File: src/allm_pkg.sv
// Shared types and constants for the array linked list manager.
package allm_pkg;

    // Widest slot pointer the block supports, none marker included (127 slots).
    localparam int ALLM_PTR_W = 7;

    typedef enum logic [2:0] {
        A_ADD_FIRST = 3'd0,
        A_ADD_AFTER = 3'd1,
        A_ADD_LAST  = 3'd2,
        A_DEL_FIRST = 3'd3,
        A_DEL_AFTER = 3'd4,
        A_DEL_LAST  = 3'd5,
        A_DEL_ALL   = 3'd6,
        A_READ_ALL  = 3'd7
    } t_action;

    typedef enum logic [2:0] {
        ST_OK      = 3'd0,
        ST_FULL    = 3'd1,
        ST_EMPTY   = 3'd2,
        ST_BAD_POS = 3'd3,
        ST_NO_NEXT = 3'd4
    } t_status;

    // Table requests from the sequencer, one cycle each.
    typedef struct packed {
        logic [ALLM_PTR_W-1:0] rd_addr;   // slot read into the link and data registers
        logic                  occ_en;    // occupy: mark used, write link and data
        logic [ALLM_PTR_W-1:0] occ_addr;
        logic [ALLM_PTR_W-1:0] occ_link;
        logic                  lnk_en;    // rewrite one link
        logic [ALLM_PTR_W-1:0] lnk_addr;
        logic [ALLM_PTR_W-1:0] lnk_link;
        logic                  rel_en;    // release: mark free
        logic [ALLM_PTR_W-1:0] rel_addr;
        logic                  clr_all;   // free every slot
    } t_tbl_req;

    typedef struct packed {
        logic                  free_ok;
        logic [ALLM_PTR_W-1:0] free_slot;
    } t_tbl_rsp;

endpackage

File: src/allm_table.sv
// Slot table: link and data memories, used marks and lowest free slot finder.
module allm_table
    import allm_pkg::*;
#(
    parameter int SLOTS      = 16,
    parameter int DATA_WIDTH = 64
) (
    input  logic                          i_clk,
    input  logic                          i_rst_n,
    input  t_tbl_req                      i_req,
    input  logic [DATA_WIDTH-1:0]         i_wr_data,
    output logic [$clog2(SLOTS+1)-1:0]    o_link_q,
    output logic [DATA_WIDTH-1:0]         o_data_q,
    output logic [SLOTS-1:0]              o_used,
    output t_tbl_rsp                      o_rsp
);

    localparam int SW = $clog2(SLOTS);
    localparam int PW = $clog2(SLOTS+1);

    logic [PW-1:0]         mem_link [SLOTS];
    logic [DATA_WIDTH-1:0] mem_data [SLOTS];

    logic [PW-1:0]         r_link_q;
    logic [DATA_WIDTH-1:0] r_data_q;
    logic [SLOTS-1:0]      r_used;
    logic [SW-1:0]         r_free;
    logic                  r_free_ok;

    logic                  lw_en;
    logic [SW-1:0]         lw_addr;
    logic [PW-1:0]         lw_val;
    logic [SW-1:0]         n_free;
    logic                  n_free_ok;

    // One link write port shared by occupy and relink.
    always_comb begin
        lw_en   = i_req.occ_en | i_req.lnk_en;
        lw_addr = i_req.occ_en ? SW'(i_req.occ_addr) : SW'(i_req.lnk_addr);
        lw_val  = i_req.occ_en ? PW'(i_req.occ_link) : PW'(i_req.lnk_link);
    end

    always_ff @(posedge i_clk) begin
        if (lw_en) begin
            mem_link[lw_addr] <= lw_val;
        end
        r_link_q <= mem_link[SW'(i_req.rd_addr)];
    end

    always_ff @(posedge i_clk) begin
        if (i_req.occ_en) begin
            mem_data[SW'(i_req.occ_addr)] <= i_wr_data;
        end
        r_data_q <= mem_data[SW'(i_req.rd_addr)];
    end

    always_ff @(posedge i_clk) begin
        if (!i_rst_n) begin
            r_used <= '0;
        end else if (i_req.clr_all) begin
            r_used <= '0;
        end else begin
            if (i_req.occ_en) begin
                r_used[SW'(i_req.occ_addr)] <= 1'b1;
            end
            if (i_req.rel_en) begin
                r_used[SW'(i_req.rel_addr)] <= 1'b0;
            end
        end
    end

    // Lowest free slot, registered from the used marks.
    always_comb begin
        n_free    = '0;
        n_free_ok = 1'b0;
        for (int i = SLOTS - 1; i >= 0; i--) begin
            if (!r_used[i]) begin
                n_free    = SW'(i);
                n_free_ok = 1'b1;
            end
        end
    end

    always_ff @(posedge i_clk) begin
        if (!i_rst_n) begin
            r_free    <= '0;
            r_free_ok <= 1'b1;
        end else begin
            r_free    <= n_free;
            r_free_ok <= n_free_ok;
        end
    end

    assign o_link_q        = r_link_q;
    assign o_data_q        = r_data_q;
    assign o_used          = r_used;
    assign o_rsp.free_ok   = r_free_ok;
    assign o_rsp.free_slot = ALLM_PTR_W'(r_free);

endmodule

File: src/array_linked_list_manager_unit.sv
// Top level of the array linked list manager: sequencer, list registers and result register.
//
// Singly linked list held in a table of SLOTS slots. The input channel
// (i_in_valid / o_in_stall) takes one action beat: add first, add after a
// slot, add last, delete first, delete after a slot, delete last, delete all,
// read all. The output channel (o_out_valid / i_out_stall) returns result
// beats; every action gives one beat except read all on a non-empty list,
// which gives one beat per entry in list order, o_last_result marking the end.
// A new entry always takes the lowest free slot.
// The link memory read port is the one shared unit; the sequencer follows one
// link per cycle through it, read all only while its result is not stalled.
// Add first, delete first, delete all and errors finish in the start state;
// add after and delete after go on to the link or delete state; add last
// walks to the tail and then links; delete last walks to the tail in the
// delete state; read all loads one beat per entry in the read state.
// o_in_stall is high from accept until the last result beat is loaded.
// Reset (synchronous, active low) empties the list at once: used marks
// cleared, head set to the none marker, count zero; no clearing pass.
// A stalled result holds in the output register; the sequencer waits on it.
module array_linked_list_manager_unit
    import allm_pkg::*;
#(
    parameter int SLOTS      = 16,
    parameter int DATA_WIDTH = 64
) (
    input  logic        i_clk,
    input  logic        i_rst_n,
    // action channel
    input  logic        i_in_valid,
    output logic        o_in_stall,
    input  logic [2:0]  i_action,
    input  logic [3:0]  i_position_slot,
    input  logic [63:0] i_entry_data,
    // result channel
    output logic        o_out_valid,
    input  logic        i_out_stall,
    output logic [2:0]  o_status,
    output logic [3:0]  o_slot_index,
    output logic [63:0] o_read_data,
    output logic [4:0]  o_entry_count,
    output logic        o_last_result
);

    localparam int SW = $clog2(SLOTS);
    localparam int PW = $clog2(SLOTS+1);
    localparam int CW = PW + 4;
    localparam logic [PW-1:0] NONE = PW'(SLOTS);

    typedef enum logic [5:0] {
        S_IDLE  = 6'b000001,
        S_START = 6'b000010,   // first look at head or position slot
        S_WALK  = 6'b000100,   // add last: walk to the tail
        S_LINK  = 6'b001000,   // hook the new slot behind its predecessor
        S_DEL   = 6'b010000,   // unlink a victim; delete last walks here
        S_READ  = 6'b100000    // read all: one beat per entry
    } t_state;

    t_state                r_state, n_state;
    t_action               r_act;
    logic [DATA_WIDTH-1:0] r_din;
    logic [PW-1:0]         r_cur, n_cur;
    logic [PW-1:0]         r_prev, n_prev;
    logic [PW-1:0]         r_steps, n_steps;
    logic [SW-1:0]         r_new, n_new;
    logic [PW-1:0]         r_head, n_head;
    logic [PW-1:0]         r_count, n_count;

    logic                  r_out_valid;
    t_status               r_out_status;
    logic [3:0]            r_out_slot;
    logic [63:0]           r_out_data;
    logic [4:0]            r_out_count;
    logic                  r_out_last;

    t_tbl_req              tbl_req;
    t_tbl_rsp              tbl_rsp;
    logic [PW-1:0]         link_q;
    logic [DATA_WIDTH-1:0] data_q;
    logic [SLOTS-1:0]      used;

    logic                  accept;
    logic                  can_emit;
    logic                  cur_ok;
    logic                  nx_ok;
    logic                  full;
    logic                  pos_ok;

    logic                  emit;
    t_status               e_status;
    logic [SW-1:0]         e_slot;
    logic [DATA_WIDTH-1:0] e_data;
    logic [PW-1:0]         e_count;
    logic                  e_last;

    function automatic logic slot_valid(input logic [PW-1:0] x, input logic [SLOTS-1:0] u);
        logic ok;
        ok = (x < NONE) && u[SW'(x)];
        return ok;
    endfunction

    allm_table #(
        .SLOTS      (SLOTS),
        .DATA_WIDTH (DATA_WIDTH)
    ) u_table (
        .i_clk     (i_clk),
        .i_rst_n   (i_rst_n),
        .i_req     (tbl_req),
        .i_wr_data (r_din),
        .o_link_q  (link_q),
        .o_data_q  (data_q),
        .o_used    (used),
        .o_rsp     (tbl_rsp)
    );

    assign accept   = i_in_valid && (r_state == S_IDLE);
    assign can_emit = !r_out_valid || !i_out_stall;
    // link_q and data_q hold the entries of slot r_cur, read at the edge that loaded r_cur
    assign cur_ok   = slot_valid(r_cur, used);
    assign nx_ok    = slot_valid(link_q, used);
    assign full     = (r_count >= NONE) || !tbl_rsp.free_ok;
    assign pos_ok   = CW'(i_position_slot) < CW'(SLOTS);

    always_comb begin
        n_state  = r_state;
        n_cur    = r_cur;
        n_prev   = r_prev;
        n_steps  = r_steps;
        n_new    = r_new;
        n_head   = r_head;
        n_count  = r_count;
        emit     = 1'b0;
        e_status = ST_OK;
        e_slot   = '0;
        e_data   = '0;
        e_count  = r_count;
        e_last   = 1'b1;
        tbl_req  = '0;

        case (r_state)
            S_IDLE: begin
                n_cur = r_head;
                if (accept) begin
                    if (t_action'(i_action) == A_ADD_AFTER ||
                        t_action'(i_action) == A_DEL_AFTER) begin
                        n_cur = pos_ok ? PW'(i_position_slot) : NONE;
                    end
                    n_steps = '0;
                    n_state = S_START;
                end
            end
            S_START: begin
                if (can_emit) begin
                    case (r_act)
                        A_ADD_FIRST, A_ADD_LAST: begin
                            if (full) begin
                                emit     = 1'b1;
                                e_status = ST_FULL;
                                n_state  = S_IDLE;
                            end else if (r_act == A_ADD_FIRST || !cur_ok) begin
                                // new head, old head behind it
                                tbl_req.occ_en   = 1'b1;
                                tbl_req.occ_addr = tbl_rsp.free_slot;
                                tbl_req.occ_link = ALLM_PTR_W'(r_head);
                                n_head   = PW'(tbl_rsp.free_slot);
                                n_count  = r_count + PW'(1);
                                emit     = 1'b1;
                                e_slot   = SW'(tbl_rsp.free_slot);
                                e_count  = n_count;
                                n_state  = S_IDLE;
                            end else begin
                                n_state = S_WALK;
                            end
                        end
                        A_ADD_AFTER: begin
                            if (full || !cur_ok) begin
                                emit     = 1'b1;
                                e_status = full ? ST_FULL : ST_BAD_POS;
                                n_state  = S_IDLE;
                            end else begin
                                tbl_req.occ_en   = 1'b1;
                                tbl_req.occ_addr = tbl_rsp.free_slot;
                                tbl_req.occ_link = ALLM_PTR_W'(link_q);
                                n_new   = SW'(tbl_rsp.free_slot);
                                n_count = r_count + PW'(1);
                                n_state = S_LINK;
                            end
                        end
                        A_DEL_FIRST, A_DEL_LAST: begin
                            if (!cur_ok) begin
                                emit     = 1'b1;
                                e_status = ST_EMPTY;
                                n_state  = S_IDLE;
                            end else if (r_act == A_DEL_FIRST || !nx_ok) begin
                                // drop the head
                                n_head  = nx_ok ? link_q : NONE;
                                tbl_req.rel_en   = 1'b1;
                                tbl_req.rel_addr = ALLM_PTR_W'(r_cur);
                                n_count = (r_count != '0) ? r_count - PW'(1) : r_count;
                                emit    = 1'b1;
                                e_slot  = SW'(r_cur);
                                e_data  = data_q;
                                e_count = n_count;
                                n_state = S_IDLE;
                            end else begin
                                n_prev  = r_cur;
                                n_cur   = link_q;
                                n_state = S_DEL;
                            end
                        end
                        A_DEL_AFTER: begin
                            if (!cur_ok || !nx_ok) begin
                                emit     = 1'b1;
                                e_status = !cur_ok ? ST_BAD_POS : ST_NO_NEXT;
                                n_state  = S_IDLE;
                            end else begin
                                n_prev  = r_cur;
                                n_cur   = link_q;
                                n_state = S_DEL;
                            end
                        end
                        A_DEL_ALL: begin
                            tbl_req.clr_all = 1'b1;
                            n_head  = NONE;
                            n_count = '0;
                            emit    = 1'b1;
                            e_count = '0;
                            n_state = S_IDLE;
                        end
                        A_READ_ALL: begin
                            if (!cur_ok) begin
                                emit     = 1'b1;
                                e_status = ST_EMPTY;
                                n_state  = S_IDLE;
                            end else begin
                                n_state = S_READ;
                            end
                        end
                        default: begin
                            n_state = S_IDLE;
                        end
                    endcase
                end
            end
            S_WALK: begin
                if (!nx_ok || r_steps == NONE) begin
                    // r_cur is the tail: occupy the free slot behind it
                    tbl_req.occ_en   = 1'b1;
                    tbl_req.occ_addr = tbl_rsp.free_slot;
                    tbl_req.occ_link = ALLM_PTR_W'(link_q);
                    n_new   = SW'(tbl_rsp.free_slot);
                    n_count = r_count + PW'(1);
                    n_state = S_LINK;
                end else begin
                    n_cur   = link_q;
                    n_steps = r_steps + PW'(1);
                end
            end
            S_LINK: begin
                if (can_emit) begin
                    tbl_req.lnk_en   = 1'b1;
                    tbl_req.lnk_addr = ALLM_PTR_W'(r_cur);
                    tbl_req.lnk_link = ALLM_PTR_W'(r_new);
                    emit    = 1'b1;
                    e_slot  = r_new;
                    n_state = S_IDLE;
                end
            end
            S_DEL: begin
                if (r_act == A_DEL_LAST && nx_ok && r_steps != NONE) begin
                    // victim still has a successor: advance
                    n_prev  = r_cur;
                    n_cur   = link_q;
                    n_steps = r_steps + PW'(1);
                end else if (can_emit) begin
                    tbl_req.lnk_en   = 1'b1;
                    tbl_req.lnk_addr = ALLM_PTR_W'(r_prev);
                    tbl_req.lnk_link = ALLM_PTR_W'(nx_ok ? link_q : NONE);
                    tbl_req.rel_en   = 1'b1;
                    tbl_req.rel_addr = ALLM_PTR_W'(r_cur);
                    n_count = (r_count != '0) ? r_count - PW'(1) : r_count;
                    emit    = 1'b1;
                    e_slot  = SW'(r_cur);
                    e_data  = data_q;
                    e_count = n_count;
                    n_state = S_IDLE;
                end
            end
            S_READ: begin
                if (can_emit) begin
                    emit    = 1'b1;
                    e_slot  = SW'(r_cur);
                    e_data  = data_q;
                    e_last  = !nx_ok || (r_steps == NONE - PW'(1));
                    n_cur   = link_q;
                    n_steps = r_steps + PW'(1);
                    if (e_last) begin
                        n_state = S_IDLE;
                    end
                end
            end
            default: begin
                n_state = S_IDLE;
            end
        endcase

        tbl_req.rd_addr = ALLM_PTR_W'(n_cur);
    end

    // Control state
    always_ff @(posedge i_clk) begin
        if (!i_rst_n) begin
            r_state     <= S_IDLE;
            r_head      <= NONE;
            r_count     <= '0;
            r_out_valid <= 1'b0;
        end else begin
            r_state <= n_state;
            r_head  <= n_head;
            r_count <= n_count;
            if (emit) begin
                r_out_valid <= 1'b1;
            end else if (!i_out_stall) begin
                r_out_valid <= 1'b0;
            end
        end
    end

    // Working registers and result payload
    always_ff @(posedge i_clk) begin
        r_cur   <= n_cur;
        r_prev  <= n_prev;
        r_steps <= n_steps;
        r_new   <= n_new;
        if (accept) begin
            r_act <= t_action'(i_action);
            r_din <= i_entry_data[DATA_WIDTH-1:0];
        end
        if (emit) begin
            r_out_status <= e_status;
            r_out_slot   <= 4'(e_slot);
            r_out_data   <= 64'(e_data);
            r_out_count  <= 5'(e_count);
            r_out_last   <= e_last;
        end
    end

    assign o_in_stall    = (r_state != S_IDLE);
    assign o_out_valid   = r_out_valid;
    assign o_status      = r_out_status;
    assign o_slot_index  = r_out_slot;
    assign o_read_data   = r_out_data;
    assign o_entry_count = r_out_count;
    assign o_last_result = r_out_last;

endmodule
File: config.mk
export PLATFORM = sky130hd
export DESIGN_NAME = array_linked_list_manager_unit
export DESIGN_NICKNAME = d
export VERILOG_FILES = /design/src/allm_pkg.sv /design/src/allm_table.sv /design/src/array_linked_list_manager_unit.sv
export SDC_FILE = /design/constraint.sdc
export NUM_CORES = 2
export LEC_CHECK = 0
export BUFFER_PORTS_ARGS = -buffer_cell sky130_fd_sc_hd__buf_2
export CORE_UTILIZATION = 39
export DETAILED_ROUTE_END_ITERATION = 12
export GPL_ROUTABILITY_DRIVEN = 0
export GPL_TIMING_DRIVEN = 0
export PLACE_DENSITY = 0.65
export SLEW_MARGIN = 20
export SYNTH_ARGS = -nofsm -noshare
export SYNTH_HDL_FRONTEND = slang
export SYNTH_HIERARCHICAL = 1
export SYNTH_SLANG_ARGS = --single-unit
File: constraint.sdc
create_clock -name i_clk -period 19.9 [get_ports i_clk]
set_input_delay 0 -clock i_clk [delete_from_list [all_inputs] [get_ports i_clk]]
set_output_delay 0 -clock i_clk [all_outputs]
set_load 0.05 [all_outputs]
**Yosys cells after proc, flatten, opt, wreduce, memory -nomap -nowiden**

Memories as Yosys holds them, arrays and structs flattened. A register that Yosys moved wholly into a read port is not among the register bits.
Cells that the tools add are included.

- $lt $le $gt $ge: 9
- Reduce and logical (&&, ||, !) cells: 48
- Equality and inequality tests: 40
- Muxes and demuxes: 156
- Add/subtract/negate cells: 3
- Bitwise logic cells: 5

Operators with widths:

| cell | number |
|---|---|
| 2-to-1 mux 64 bit | 6 |
| case mux 64 bit (3 select lines) | 1 |
| 2-to-1 mux 5 bit | 38 |
| 2-to-1 mux 15 bit | 6 |
| case mux 15 bit (2 select lines) | 3 |
| 2-to-1 mux 4 bit | 22 |
| case mux 6 bit (6 select lines) | 2 |
| 2-to-1 mux 16 bit | 4 |
| 2-to-1 mux 6 bit | 9 |
| 2-to-1 mux 23 bit | 2 |
| case mux 5 bit (3 select lines) | 3 |
| case mux 5 bit (2 select lines) | 4 |
| case mux 5 bit (4 select lines) | 2 |
| inequality test 2 bit, second input constant | 13 |
| 2-to-1 mux 1 bit | 25 |
| case mux 5 bit (5 select lines) | 1 |
| 2-to-1 mux 3 bit | 8 |
| 2-to-1 mux 8 bit | 3 |
| < comparator 4 x 5 -> 1 bit, second input constant | 4 |
| AND reduction 5 bit | 4 |
| AND reduction 9 bit | 2 |
| bitwise AND 16 bit | 1 |
| inverter 16 bit | 1 |
| OR 16 bit | 1 |
| other kinds (49) | 96 |

- Register bits after elaboration: 201
- Memory bits (writable): 1104
- Memories kept: 2
- Word-level logic and storage cells: 285
- Output and inout port bits: 79

Memories:

| name | words | bits a word | rd ports | clocked after memory_dff | write ports | line | RTL |
|---|---|---|---|---|---|---|---|
| u_table.mem_data | 16 | 64 | 1 | 1 | 1 | allm_table.sv:22 | `logic [DATA_WIDTH-1:0] mem_data [SLOTS];` |
| u_table.mem_link | 16 | 5 | 1 | 1 | 1 | allm_table.sv:21 | `logic [PW-1:0] mem_link [SLOTS];` |

**Longest topological paths before layout**

- Depth after elaboration: 20
- Mapped depth: 17
- Depth with buffers taken out: 12

**Hierarchy**

The synthesis kept the hierarchy.

Modules (own cells, without submodules):

| module | cells each | times used | area an instance (sq um) | seq. area each (sq um) |
|---|---|---|---|---|
| allm_table | 1908 | 1 | 43810.8 | 34953.5 |
| array_linked_list_manager_unit | 703 | 1 | 9013.6 | 5185.0 |

**Least setup slack after synthesis**

No wires, ideal clock.

- Path kind: register to register
- From: register r_cur[0]
- To: register u_table.r_used[12] (netlist: u_table/o_used[12])
- Arrival: 10738 ps
- Buffers on the path: 4
- Slack: 9074 ps
- Cell stages (with the launch flop): 16
- Cells stage by stage: dfxtp_1 clkbuf_1 buf_4 mux2i_1 a22oi_1 nand3_1 a21oi_2 nand2_1 o32ai_2 or2_1 clkbuf_1 and2_1 clkbuf_1 nand2_1 nor4b_1 o221a_2

RTL lines:

| element | line | RTL |
|---|---|---|
| from (decl) | array_linked_list_manager_unit.sv:61 | `logic [PW-1:0] r_cur, n_cur;` |
| from (signal assigned) | array_linked_list_manager_unit.sv:330 | `r_cur <= n_cur;` |
| to (signal assigned) | allm_table.sv:59 | `r_used <= '0;` |
| to (signal assigned) | allm_table.sv:61 | `r_used <= '0;` |
| to (signal, indexed assignment) | allm_table.sv:64 | `r_used[SW'(i_req.occ_addr)] <= 1'b1;` |
| to (decl) | allm_table.sv:26 | `logic [SLOTS-1:0] r_used;` |

==> results.md <==
- Gr usage total: 19.1%
- Buf/Inv on CP: 10
- Residual DRC: 10
- Max FO, Critical Path: 10
- CP Data Required Time: between 20 and 25 ns
- Least-Margin Pin Slew: between 1 and 1.5 ns
- Syn_nets: around 2700
- Via Count: about 28000
- Placed Cells: ~4600
- Antenna-violating nets left: 0
- Resize count post-CTS: 0
- Unrepaired setup endpoints after global routing: false
- Final core utilization: 47.4%
- WL final: between 100000 and 150000 um
- Pwr/cell area: ~100 nW/um^2
- Chip height: around 370 um
- Leakage: roughly 21 nW
- Hold WC Path Type: input port to register
- Warnings, synthesis: 6
- Core Area: 134000 sq um
- Achievable frequency: around 0.15 GHz
- Htree depth: 4
- Setup crit end kind: register
- Synth Instances: between 2000 and 3000
- Syn_area_per_cell: roughly 20 sq um
- Max-slew violation count: 0
- Postcts setup bufs: 0
- Violated checks: design-rule violations
- Crit path max-delay family: buffers and inverters
- Largest net degree at the start of global routing: 40
- Final hold violations: 0
- # clock sinks: between 1000 and 1500
- Initial core utilization: around two fifths
- Share of cells above drive strength 1: about 28%
- Critical path cell sequence: clkbuf_1 -> buf_4 -> mux2i_1 -> a22oi_1 -> nand3_1 -> a21oi_2 -> nand2_1 -> o32ai_2 -> or2_1 -> clkbuf_1 -> and2_1 -> clkbuf_1 -> nand2_1 -> nor4b_2 -> buf_4 -> buf_2 -> buf_2 -> buf_4 -> buf_2 -> buf_2
- CTS tree: done
- Die ar.: about 140000 sq um
- Status: finished with violations
- Skew final: about 0.034 ns
- Max-slew headroom: between 20% and 30%
- Clock Path Buffers: 3
- First DRT Iteration DRCs: between 3000 and 4000
- Hold-fix buffers, CTS: about 130
- Fin crit period: 6.51 ns
- Pre-Repair DR Iteration Count: 12
- Die span in x: around 370 um
- Final nets: between 3000 and 4000
- Slowest-stage cell, CP: o32ai_2
- CTS root buf: clkbuf_16
- Row count: about 130
- Clock Latency Late Sink: roughly 0.76 ns
- Worst hold margin: about 0.034 ns
- Total clock buffers created by CTS: ~140
- Antenna violations before repair: 1
- Max incr delay on CP: ~0.78 ns
- Final setup fails: 0
- Port bufs: between 150 and 200
- Cell area after synthesis: 52700 sq um
- Gr ovfl total: 0
- First-pass GRT wire length: around 190000 um
- Data arrival, critical path: roughly 7.0 ns
- Routed len/inst: 25.9 um
- Top-level port count: approximately 150
- Hpwl dp: roughly 85000 um
- P&R area growth vs syn: 20.3%
- Vias per cell: around 5.5
- Kind of critical path: register to register
- Clk slew on worst S/H paths: ~0.060 ns
- VDD IR max: about 0.000091 V
- Tcrit/Tclk final: 32.7%
- Number of global-route vias before repair: around 28000
- Max Cap Viol: 0
- Non-filler cells in the finished layout: 5033
- Design Power: around 6.4 mW
- Cell mode on critical path: buf_2
- Critical path startpoint category: register
## metal layers
metal  GRT usage (%)  routed length [um]  part of all wire, %  vias to the layer above
li1                -                   -                    -                    11800
met3            3.60               10400                  8.0                      192
met1            26.6               54200                   42                    14400
met2            30.7               62700                   48                     1272
met5               0                   0                    0                        -
met4            5.45                2800                  2.1                        0
## registers in the layout, summed over array words and instances (netlist names), 5 cells and up
name              count
u_table/mem_link     80
u_table/mem_data   1024
u_table/o_used       16
r_din                64
u_table/o_link_q      5
r_head                5
u_table/o_data_q     64
r_steps               5
o_entry_count         5
r_count               5
o_read_data          64
r_state               6
r_cur                 5
## cell usage in the layout (no fill, tap or decap), drive strengths merged, types with 11 or more instances in the layout
master          n
edfxtp       1261
buf           341
mux4          277
clkbuf        252
a22oi         153
dlygate4sd3   131
nand2         131
dfxtp         112
nor2           91
nor2b          85
clkinv         50
a21oi          33
o21ai          28
nor3           25
inv            25
mux2i          20
nand3          19
and2           18
o221a          18
a22o           14
bufinv         13
mux2           11
## final timing paths
path,cells past startpoint,slack (ns),start,to
max,20,13.39,r_cur[0]$_DFF_P_,u_table/mem_data[12][31]$_DFFE_PP_
min,2,0.03,i_entry_data[9],r_din[9]$_DFFE_PP_
max reg2reg,20,13.39,r_cur[0]$_DFF_P_,u_table/mem_data[12][31]$_DFFE_PP_
min reg2reg,0,0.43,r_cur[1]$_DFF_P_,r_prev[1]$_DFFE_PP_
## worst reg2reg max path: cells and delay by family (launching register included)
| kind | cells | cell delay (ns) |
|---|---|---|
| buffers and inverters | 10 | 2.55 |
| AND/OR/NAND/NOR | 6 | 1.70 |
| AO/OA/AOI/OAI | 3 | 1.52 |
| flip-flops | 1 | 0.32 |
| multiplexers | 1 | 0.11 |
## metrics by stage
step	area [sq um]	setup slack (ns)	TNS, ns
finish	63400	13.39	0
detailed placement	57400	13.55	0
CTS	63400	13.51	0
global route	63400	12.99	0
global placement	55700	-0.385	-0.385
floorplan	52700	9.12	0
## final cells by class
type	count	area, sq um
fillers	11100	70400
repair buffers	399	3670
flip-flops and latches	1373	40100
multi-input cells	1075	11900
inverters	14	57.6
clock buffers	185	3880
clock inverters	77	803
plain buffers	140	810
diodes	2	5.00
well taps	1768	2210
## power by group
part	total [mW]	internal, mW	leakage, nW	switching (mW)
registers	3.28	3.22	12.5	0.0605
clock network	2.66	1.55	2.29	1.11
logic	0.495	0.221	5.88	0.274
total	6.44	4.99	20.6	1.44
Note: power is estimated with default switching activity, not from simulation.
